$ cat config.mk
export PLATFORM = sky130hd
export DESIGN_NAME = circular_fifo_with_search_core
export DESIGN_NICKNAME = d
export VERILOG_FILES = /design/src/cfs_pkg.sv /design/src/cfs_ram.sv /design/src/cfs_datapath.sv /design/src/cfs_ctrl.sv /design/src/circular_fifo_with_search_core.sv
export SDC_FILE = /design/constraint.sdc
export NUM_CORES = 2
export LEC_CHECK = 0
export ABC_AREA = 1
export BUFFER_PORTS_ARGS = -buffer_cell sky130_fd_sc_hd__buf_2
export CAP_MARGIN = 10
export CORE_MARGIN = 2
export CORE_UTILIZATION = 40
export CTS_CLUSTER_SIZE = 30
export DETAILED_ROUTE_END_ITERATION = 16
export PLACE_DENSITY = 0.62
export SLEW_MARGIN = 5
export SYNTH_ARGS = -nofsm -noshare
export SYNTH_HDL_FRONTEND = slang
export SYNTH_SLANG_ARGS = --single-unit
$ cat constraint.sdc
create_clock -name clk -period 4.65 [get_ports clk]
set_clock_uncertainty 0.05 [all_clocks]
set_input_delay 0.465 -clock clk [delete_from_list [all_inputs] [get_ports clk]]
set_output_delay 0.465 -clock clk [all_outputs]
set_load 0.005 [all_outputs]
$ cat src/cfs_pkg.sv
`timescale 1ns / 1ps
// ----------------------------------------------------------------------------
// cfs_pkg: shared types and codes of the circular FIFO with search
// Operation codes, result status codes and the controller/datapath bundles.
// ----------------------------------------------------------------------------
package cfs_pkg;

	localparam int WORD_W = 32;
	localparam int CAP_W  = 7;
	localparam int FUNC_W = 3;
	localparam int SLOT_W = 6;

	localparam logic [FUNC_W-1:0] FUNC_ENQ    = 3'd0;
	localparam logic [FUNC_W-1:0] FUNC_DEQ    = 3'd1;
	localparam logic [FUNC_W-1:0] FUNC_PEEK   = 3'd2;
	localparam logic [FUNC_W-1:0] FUNC_CLEAR  = 3'd3;
	localparam logic [FUNC_W-1:0] FUNC_SEARCH = 3'd4;

	typedef enum logic [1:0] {
		ST_OK       = 2'd0,
		ST_FULL     = 2'd1,
		ST_EMPTY    = 2'd2,
		ST_NOTFOUND = 2'd3
	} status_t;

	// Commands from the controller to the datapath.
	typedef struct packed {
		logic    latch;      // capture the operation and its operand
		logic    enq;        // write at the tail, advance it, count up
		logic    deq_adv;    // advance the head, count down
		logic    clear;      // empty the queue
		logic    scan_init;  // start a search at the head
		logic    scan_step;  // move the search to the next slot
		logic    finish;     // load the result registers
		status_t res_status;
		logic    res_data;   // result carries the word read from storage
		logic    res_slot;   // result carries the current search slot
	} cfs_cmd_t;

	// Status from the datapath to the controller.
	typedef struct packed {
		logic [FUNC_W-1:0] op;
		logic              empty;
		logic              full;
		logic              match;  // word read equals the search key
		logic              last;   // current search slot is the last stored one
	} cfs_stat_t;

endpackage

$ cat src/cfs_ram.sv
`timescale 1ns / 1ps
// ----------------------------------------------------------------------------
// cfs_ram: generic single-port-write, single-port-read RAM
// One write and one read per cycle; the read data is registered.
// ----------------------------------------------------------------------------
module cfs_ram #(
	parameter int WIDTH = 32,
	parameter int DEPTH = 64
) (
	input  logic                     clk,
	input  logic                     we,
	input  logic [$clog2(DEPTH)-1:0] waddr,
	input  logic [WIDTH-1:0]         wdata,
	input  logic [$clog2(DEPTH)-1:0] raddr,
	output logic [WIDTH-1:0]         rdata
);

	logic [WIDTH-1:0] mem_q [DEPTH];

	always_ff @(posedge clk) begin
		if (we) begin
			mem_q[waddr] <= wdata;
		end
		rdata <= mem_q[raddr];
	end

endmodule

$ cat src/cfs_datapath.sv
`timescale 1ns / 1ps
// ----------------------------------------------------------------------------
// cfs_datapath: pointers, count, storage and result registers
// Carries out the commands of the controller and reports queue status.
// ----------------------------------------------------------------------------
module cfs_datapath #(
	parameter int DEPTH = 64
) (
	input  logic                          clk,
	input  logic                          arst_n,
	input  cfs_pkg::cfs_cmd_t             cmd,
	output cfs_pkg::cfs_stat_t            stat,
	input  logic [cfs_pkg::FUNC_W-1:0]    func,
	input  logic [cfs_pkg::WORD_W-1:0]    value,
	input  logic                          cfg_we,
	input  logic [cfs_pkg::CAP_W-1:0]     cfg_data,
	output logic [1:0]                    status,
	output logic [cfs_pkg::WORD_W-1:0]    data_out,
	output logic [cfs_pkg::SLOT_W-1:0]    found_slot,
	output logic [cfs_pkg::CAP_W-1:0]     occupancy,
	output logic                          is_empty,
	output logic                          is_full
);

	localparam int AW    = $clog2(DEPTH);
	localparam int CNT_W = $clog2(DEPTH + 1);
	localparam int CW    = (AW + 1 > cfs_pkg::CAP_W) ? AW + 1 : cfs_pkg::CAP_W;
	localparam logic [cfs_pkg::CAP_W-1:0] EC_RST =
		cfs_pkg::CAP_W'((DEPTH < 64) ? DEPTH : 64);

	logic [cfs_pkg::FUNC_W-1:0] op_q;
	logic [cfs_pkg::WORD_W-1:0] key_q;
	logic [AW-1:0]              head_q, tail_q, scan_idx_q;
	logic [CNT_W-1:0]           count_q, scan_left_q;
	logic [cfs_pkg::CAP_W-1:0]  effcap_q, effcap_d;
	logic [1:0]                 status_q;
	logic [cfs_pkg::WORD_W-1:0] data_q;
	logic [cfs_pkg::SLOT_W-1:0] slot_q;
	logic [AW-1:0]              head_nxt, tail_nxt, scan_nxt, raddr;
	logic [cfs_pkg::WORD_W-1:0] rdata;

	// Next slot in the ring, wrapping at the effective capacity.
	function automatic logic [AW-1:0] ring_next(input logic [AW-1:0] p,
			input logic [cfs_pkg::CAP_W-1:0] cap);
		logic [CW-1:0] n;
		n = CW'(p) + CW'(1);
		return (n >= CW'(cap)) ? '0 : AW'(n);
	endfunction

	assign head_nxt = ring_next(head_q, effcap_q);
	assign tail_nxt = ring_next(tail_q, effcap_q);
	assign scan_nxt = ring_next(scan_idx_q, effcap_q);
	assign raddr    = cmd.scan_step ? scan_nxt : head_q;

	// A capacity of zero acts as one; one above the built depth saturates.
	always_comb begin
		if (cfg_data == '0) begin
			effcap_d = cfs_pkg::CAP_W'(1);
		end else if (int'(cfg_data) > DEPTH) begin
			effcap_d = cfs_pkg::CAP_W'(DEPTH);
		end else begin
			effcap_d = cfg_data;
		end
	end

	cfs_ram #(
		.WIDTH (cfs_pkg::WORD_W),
		.DEPTH (DEPTH)
	) u_ram (
		.clk   (clk),
		.we    (cmd.enq),
		.waddr (tail_q),
		.wdata (key_q),
		.raddr (raddr),
		.rdata (rdata)
	);

	always_ff @(posedge clk or negedge arst_n) begin
		if (!arst_n) begin
			head_q      <= '0;
			tail_q      <= '0;
			count_q     <= '0;
			effcap_q    <= EC_RST;
			scan_idx_q  <= '0;
			scan_left_q <= '0;
		end else begin
			if (cfg_we) begin
				effcap_q <= effcap_d;
			end
			if (cfg_we || cmd.clear) begin
				head_q  <= '0;
				tail_q  <= '0;
				count_q <= '0;
			end else if (cmd.enq) begin
				tail_q  <= tail_nxt;
				count_q <= count_q + CNT_W'(1);
			end else if (cmd.deq_adv) begin
				head_q  <= head_nxt;
				count_q <= count_q - CNT_W'(1);
			end
			if (cmd.scan_init) begin
				scan_idx_q  <= head_q;
				scan_left_q <= count_q;
			end else if (cmd.scan_step) begin
				scan_idx_q  <= scan_nxt;
				scan_left_q <= scan_left_q - CNT_W'(1);
			end
		end
	end

	// Operand and result registers carry payload only.
	always_ff @(posedge clk) begin
		if (cmd.latch) begin
			op_q  <= func;
			key_q <= value;
		end
		if (cmd.finish) begin
			status_q <= cmd.res_status;
			data_q   <= cmd.res_data ? rdata : '0;
			slot_q   <= cmd.res_slot ? cfs_pkg::SLOT_W'(scan_idx_q) : '0;
		end
	end

	assign stat.op    = op_q;
	assign stat.empty = (count_q == '0);
	assign stat.full  = (CW'(count_q) >= CW'(effcap_q));
	assign stat.match = (rdata == key_q);
	assign stat.last  = (scan_left_q == CNT_W'(1));

	assign status     = status_q;
	assign data_out   = data_q;
	assign found_slot = slot_q;
	assign occupancy  = cfs_pkg::CAP_W'(count_q);
	assign is_empty   = stat.empty;
	assign is_full    = stat.full;

`ifndef SYNTH
	a_count_in_range: assert property (@(posedge clk) disable iff (!arst_n)
		CW'(count_q) <= CW'(effcap_q))
		else $error("stored count exceeds the capacity in use");

	a_ptrs_in_range: assert property (@(posedge clk) disable iff (!arst_n)
		(CW'(head_q) < CW'(effcap_q)) && (CW'(tail_q) < CW'(effcap_q)))
		else $error("head or tail pointer outside the capacity in use");
`endif

endmodule

$ cat src/cfs_ctrl.sv
`timescale 1ns / 1ps
// ----------------------------------------------------------------------------
// cfs_ctrl: operation sequencer of the circular FIFO with search
// Decodes each item, steers the datapath and raises the result strobe.
// ----------------------------------------------------------------------------
module cfs_ctrl (
	input  logic               clk,
	input  logic               arst_n,
	input  logic               start,
	output logic               busy,
	output logic               done,
	input  cfs_pkg::cfs_stat_t stat,
	output cfs_pkg::cfs_cmd_t  cmd
);

	typedef enum logic [1:0] {
		S_IDLE,
		S_DISPATCH,
		S_READ,
		S_SCAN
	} state_t;

	state_t state_q, state_d;
	logic   busy_q, done_q;

	always_comb begin
		cmd        = '0;
		cmd.res_status = cfs_pkg::ST_OK;
		state_d    = state_q;
		unique case (state_q)
			S_IDLE: begin
				cmd.latch = start;
				if (start) begin
					state_d = S_DISPATCH;
				end
			end
			S_DISPATCH: begin
				unique case (stat.op) inside
					cfs_pkg::FUNC_ENQ: begin
						cmd.finish = 1'b1;
						if (stat.full) begin
							cmd.res_status = cfs_pkg::ST_FULL;
						end else begin
							cmd.enq = 1'b1;
						end
					end
					cfs_pkg::FUNC_DEQ, cfs_pkg::FUNC_PEEK: begin
						if (stat.empty) begin
							cmd.finish     = 1'b1;
							cmd.res_status = cfs_pkg::ST_EMPTY;
						end
					end
					cfs_pkg::FUNC_CLEAR: begin
						cmd.clear  = 1'b1;
						cmd.finish = 1'b1;
					end
					cfs_pkg::FUNC_SEARCH: begin
						if (stat.empty) begin
							cmd.finish     = 1'b1;
							cmd.res_status = cfs_pkg::ST_NOTFOUND;
						end else begin
							cmd.scan_init = 1'b1;
						end
					end
					default: begin
						cmd.finish = 1'b1;
					end
				endcase
				if (cmd.finish) begin
					state_d = S_IDLE;
				end else if (cmd.scan_init) begin
					state_d = S_SCAN;
				end else begin
					state_d = S_READ;
				end
			end
			S_READ: begin
				cmd.finish   = 1'b1;
				cmd.res_data = 1'b1;
				cmd.deq_adv  = (stat.op == cfs_pkg::FUNC_DEQ);
				state_d      = S_IDLE;
			end
			S_SCAN: begin
				if (stat.match) begin
					cmd.finish   = 1'b1;
					cmd.res_slot = 1'b1;
					state_d      = S_IDLE;
				end else if (stat.last) begin
					cmd.finish     = 1'b1;
					cmd.res_status = cfs_pkg::ST_NOTFOUND;
					state_d        = S_IDLE;
				end else begin
					cmd.scan_step = 1'b1;
				end
			end
			default: begin
				state_d = S_IDLE;
			end
		endcase
	end

	always_ff @(posedge clk or negedge arst_n) begin
		if (!arst_n) begin
			state_q <= S_IDLE;
			busy_q  <= 1'b0;
			done_q  <= 1'b0;
		end else begin
			state_q <= state_d;
			busy_q  <= (state_d != S_IDLE);
			done_q  <= cmd.finish;
		end
	end

	assign busy = busy_q;
	assign done = done_q;

`ifndef SYNTH
	a_done_not_busy: assert property (@(posedge clk) disable iff (!arst_n)
		done |-> !busy)
		else $error("result strobe raised while an item is still in work");

	a_accept_busy: assert property (@(posedge clk) disable iff (!arst_n)
		start && !busy |=> busy && !done)
		else $error("accepted item did not make the block busy");

	a_one_finish: assert property (@(posedge clk) disable iff (!arst_n)
		done |=> !done)
		else $error("two results in consecutive cycles");
`endif

endmodule

$ cat src/circular_fifo_with_search_core.sv
`timescale 1ns / 1ps
// ----------------------------------------------------------------------------
// circular_fifo_with_search_core: ring-buffer FIFO of signed words with search
// Enqueue, dequeue, peek, clear and a linear search from the head.
// ----------------------------------------------------------------------------
//
// An item is taken when start is high while busy is low; busy then stays high
// until the result is presented. Each result appears for exactly one cycle,
// marked by done, and must be captured then, as the block cannot be held off.
// Enqueue, clear, any unknown operation and every full or empty report finish
// in the dispatch state; dequeue and peek also pass through a read state,
// because the storage RAM has a registered read; a search steps through the
// scan state once for each stored word compared, so it compares at most as
// many words as are stored. The search compares one word per cycle against the
// RAM's single read port. A new item may be started in the cycle in which done
// is high. The occupancy, is_empty and is_full outputs always show the current
// queue state, which during the strobe cycle is the state after the operation.
// The capacity register is written through cfg_valid/cfg_ready while the block
// is idle; a write also empties the queue. A capacity of zero acts as one and a
// capacity above DEPTH acts as DEPTH. The storage is not cleared at reset; the
// pointers and the count ensure that only written words are ever returned.
//
module circular_fifo_with_search_core #(
	parameter int DEPTH = 64
) (
	input  logic               clk,
	input  logic               arst_n,
	// Operation channel.
	input  logic               start,
	output logic               busy,
	input  logic [2:0]         func,
	input  logic signed [31:0] value,
	// Result channel.
	output logic               done,
	output logic [1:0]         status,
	output logic signed [31:0] data_out,
	output logic [5:0]         found_slot,
	output logic [6:0]         occupancy,
	output logic               is_empty,
	output logic               is_full,
	// Capacity register write channel.
	input  logic               cfg_valid,
	output logic               cfg_ready,
	input  logic [6:0]         cfg_data
);

	cfs_pkg::cfs_cmd_t  cmd;
	cfs_pkg::cfs_stat_t stat;
	logic [31:0]        data_word;

	// Configuration is taken whenever no item is in work.
	assign cfg_ready = !busy;

	cfs_ctrl u_ctrl (
		.clk    (clk),
		.arst_n (arst_n),
		.start  (start),
		.busy   (busy),
		.done   (done),
		.stat   (stat),
		.cmd    (cmd)
	);

	cfs_datapath #(
		.DEPTH (DEPTH)
	) u_dp (
		.clk        (clk),
		.arst_n     (arst_n),
		.cmd        (cmd),
		.stat       (stat),
		.func       (func),
		.value      (value),
		.cfg_we     (cfg_valid && cfg_ready),
		.cfg_data   (cfg_data),
		.status     (status),
		.data_out   (data_word),
		.found_slot (found_slot),
		.occupancy  (occupancy),
		.is_empty   (is_empty),
		.is_full    (is_full)
	);

	assign data_out = signed'(data_word);

endmodule

==> flow_metrics.tcl <==
set metrics [dict create \
    initial_core_util_pct 40.1 \
    htree_levels 4 \
    die_y_microns 495 \
    setup_tns_ps 0 \
    pwr-share-seq_pct 45.1 \
    portBuffers 97 \
    hold_path_class "in2reg" \
    r2r_cells 18 \
    cellLeakagePower_nw 46.3 \
    clk_latency_ps 880 \
    finalWeightedCongestion 0.900 \
    final_hold_viol_count 0 \
    core_area_sq_um 240000 \
    grt.total_usage_pct 24.2 \
    critPathLaunch "u_dp.key_q[24]$_DFFE_PP_" \
    synthArstFlopShare_pct 1.96 \
    synth.largest_area_cell "edfxtp_1" \
    gr-total-overflow 0 \
    rsz0062_at_grt "no" \
    crit_fanout 58 \
    synth_warnings 0 \
    drv_slew 0 \
    synth_cell_type_count 38 \
    cts.sinks 2198 \
    endpoint "u_dp.u_ram.rdata[1]$_DFF_P_" \
    route.detailed.drc 0 \
    critPathRequiredTime_ps 5350 \
    synthMuxAreaShare_pct 0 \
    final_cell_mix "2,180 x nand3_1, 2,123 x edfxtp_1, 2,086 x nand2_1, 2,026 x inv_1, 221 x clkbuf_16" \
    postRouteAntennaNets 0 \
    start_kind "register" \
    grt_pass1_wl_mm 436 \
    area_growth_pct 14.5 \
    yosys_register_bits 2198 \
    post-route-util_pct 46.0 \
    p_switching_mw 17.0 \
    ys.flop_type "edfxtp_1" \
    synthTopCellsByArea "edfxtp_1 66%, nand3_1 11%, nand2_1 8.1%" \
    yosys.area_share.simple_pct 20.3 \
    clock_path_buffers 3 \
    pwr-share-comb_pct 22.2 \
    path_cells "xnor2_1 > nand2_1 > nor2_1 > nand2_1 > nor2_2 > nand2_2 > nand2_2 > nand2_2 > nand2_8 > buf_12 > buf_12 > nand2_1 > nand3_1 > nand3_1 > nand3_1 > nand3_1 > nand3_4 > nand2_1" \
    ys_seq_area_share_pct 68.0 \
    dp_hpwl_mm 168 \
    drive_gt1_share_pct 8.46 \
    cts_tree "built" \
    rr_startpoint "u_dp.key_q[24]$_DFFE_PP_" \
    first_iter_violations 9148 \
    netlist_instances 9323 \
    p_clk_share_pct 32.7 \
    path_class "reg2reg" \
    synth_edf_count 2123 \
    finalCritPeriodShare_pct 98.0 \
    grt_pass1_vias 65100 \
    setup_violations 0 \
    grt_max_degree 135 \
    synth_xor_area_share_pct 0.355 \
    cts-root-buf "clkbuf_16" \
    powerDensity_nw_per_um2 486 \
    avgSynthCellArea_sq_um 10.3 \
    placementRows 180 \
    crit_slowest_cell "edfxtp_1" \
    hold_path.startpoint "cfg_valid" \
    peakVddDrop_mv 0.358 \
    cp_slowest_stage_delay_ps 550 \
    clk_pin_slew_ps 60 \
    end_kind "register" \
    synth-compound-area-share_pct 0.515 \
    dr.pass1.iters 6 \
    swShare_pct 31.7 \
    period_needed_ps 4560 \
    maxSlewHeadroom_pct 21.8 \
    reg2reg_slack_ps 90 \
    arrival_ps 5260 \
    cap_violations 0 \
    reg2reg_to "u_dp.u_ram.rdata[1]$_DFF_P_" \
    grt_antenna_before_repair 19 \
    synth_top_area_share_pct 66.2 \
    design.die.area_sq_um 245000 \
    num_io_pins 98 \
    p_int_mw 36.6 \
    tightest_slew_ps 1170 \
    wire_per_inst_microns 23.4 \
    max_clock_freq_ghz 0.219 \
    synth_top_family_by_area "simple AND/OR/NAND/NOR gates" \
    status "completed" \
    synth_area_sq_um 96300 \
    vias_per_cell 5.30 \
    via_count 68300 \
    fp.dieW_microns 495 \
    n_fill_cell 21700 \
    routed_wl_mm 301 \
    synth_fp_nets 9408 \
    synthAdderAreaFrac_pct 0.515 \
    nets 9599 \
    cts_inserted_buffers 217 \
    final_common_cell "nand3_1" \
]
==> power by group through the flow <==
| stage | combinational, mW | sequential [mW] | clock, mW |
|---|---|---|---|
| 3_3_place_gp | 11.3 | 24.5 | 0 |
| 2_1_floorplan | 6.59 | 24.6 | 0 |
| 6_report | 11.9 | 24.1 | 17.5 |
| 3_5_place_dp | 11.5 | 24.5 | 0 |
| 4_1_cts | 11.6 | 24.1 | 17.7 |
| 5_1_grt | 12.9 | 24.1 | 18.5 |
==> state kept, by name (all words and copies together) (netlist names), 7 cells and up <==
register,flops
u_dp.data_out,32
u_dp.effcap_q,7
u_dp.u_ram.rdata,32
u_dp.key_q,32
u_dp.u_ram.mem_q,2048
u_dp.scan_left_q,7
u_dp.occupancy,7
==> cells by family (layout without fill, tap and decap cells) <==
logic type,after synthesis,count (layout)
other,0,4
buffers and inverters,2513,2893
flip-flops,2198,2198
XOR/XNOR,39,39
AND/OR/NAND/NOR,4451,4453
AO/OA/AOI/OAI,83,83
adder cells (fa/ha/maj),39,39
==> worst max-delay path, delay by kind of cell, from the launching register on <==
kind,cells,cell delay [ps]
buffers and inverters,2,600
and+or+nand+nor,15,2820
xor gates and xnor gates,1,280
DFF,1,550
==> through the flow <==
step | setup slack (ps) | cell area, sq um | power [mW] | hold WS, ps | instances
after global routing | 3.79 | 110000 | 55.5 | 104 | 12900
after floorplan | -210 | 96300 | 31.2 | 119 | 9323
after global placement | -168 | 102000 | 35.8 | 498 | 12400
after CTS | 14.1 | 110000 | 53.4 | 31.4 | 12900
after detailed placement | -163 | 102000 | 36.0 | 497 | 12400
final | 91.5 | 110000 | 53.6 | 112 | 12900
==> Yosys cell counts (6+ instances only) <==
cell and count:
nand3_1 2189, edfxtp_1 2123, nand2_1 2089, inv_1 2028, buf_2 267, nor2_1 124
clkbuf_1 105, buf_1 62, dfrtp_1 42, ha_1 38, buf_4 35, dfxtp_1 32
o21ai_0 28, xnor2_1 25, nor3_1 22, a21oi_1 21, xor2_1 14, inv_2 13
nand4_1 11, o22ai_1 10, nand2_2 8, o221ai_1 7, o21a_1 6
==> how the worst min path moves through the flow <==
stage                                       to  slack, ps  depth (start not counted)
2_1_floorplan            u_ctrl.busy$_DFF_PN0_        120                          0
3_3_place_gp   u_dp.scan_left_q[1]$_DFFE_PN0P_        500                          2
3_5_place_dp   u_dp.scan_left_q[1]$_DFFE_PN0P_        500                          2
4_1_cts           u_dp.effcap_q[4]$_DFFE_PN0P_         30                          4
5_1_grt                 u_dp.op_q[2]$_DFFE_PP_        100                          3
6_report          u_dp.effcap_q[3]$_DFFE_PN0P_        110                          4
==> timing repair <==
| item | in CTS | in global routing |
|---|---|---|
| hold buffers | 51 | 0 |
| gates cloned | 0 | 3 |
| resized for setup | 4 | 15 |
| endpoints found under the hold margin | 84 | 0 |
| endpoints found under the setup margin | 3 | 19 |
| pin swaps | 0 | 4 |
| buffers inserted | 0 | 10 |
==> layout make-up <==
cell class	count	area, sq um	share of cell area [%]
tap	3185	3990	3.61
clock inverter	152	1350	1.22
inverter	2041	7670	6.96
antenna	4	10.0	0.00908
clock buffer	258	5680	5.15
multi-input combinational	4614	21500	19.5
sequential	2198	65500	59.4
timing repair buffer	442	4540	4.11
==> routing by layer <==
metal  share of wire (%)  global-route usage, %  vias to the layer above
li1                    -                      -                    30700
met1                  40                   32.6                    33200
met2                  45                   37.5                     3707
met3                  11                   5.73                      669
met4                 4.2                   9.92                       10
met5               0.022                      0                        -
(Power assumes the default switching activity.)
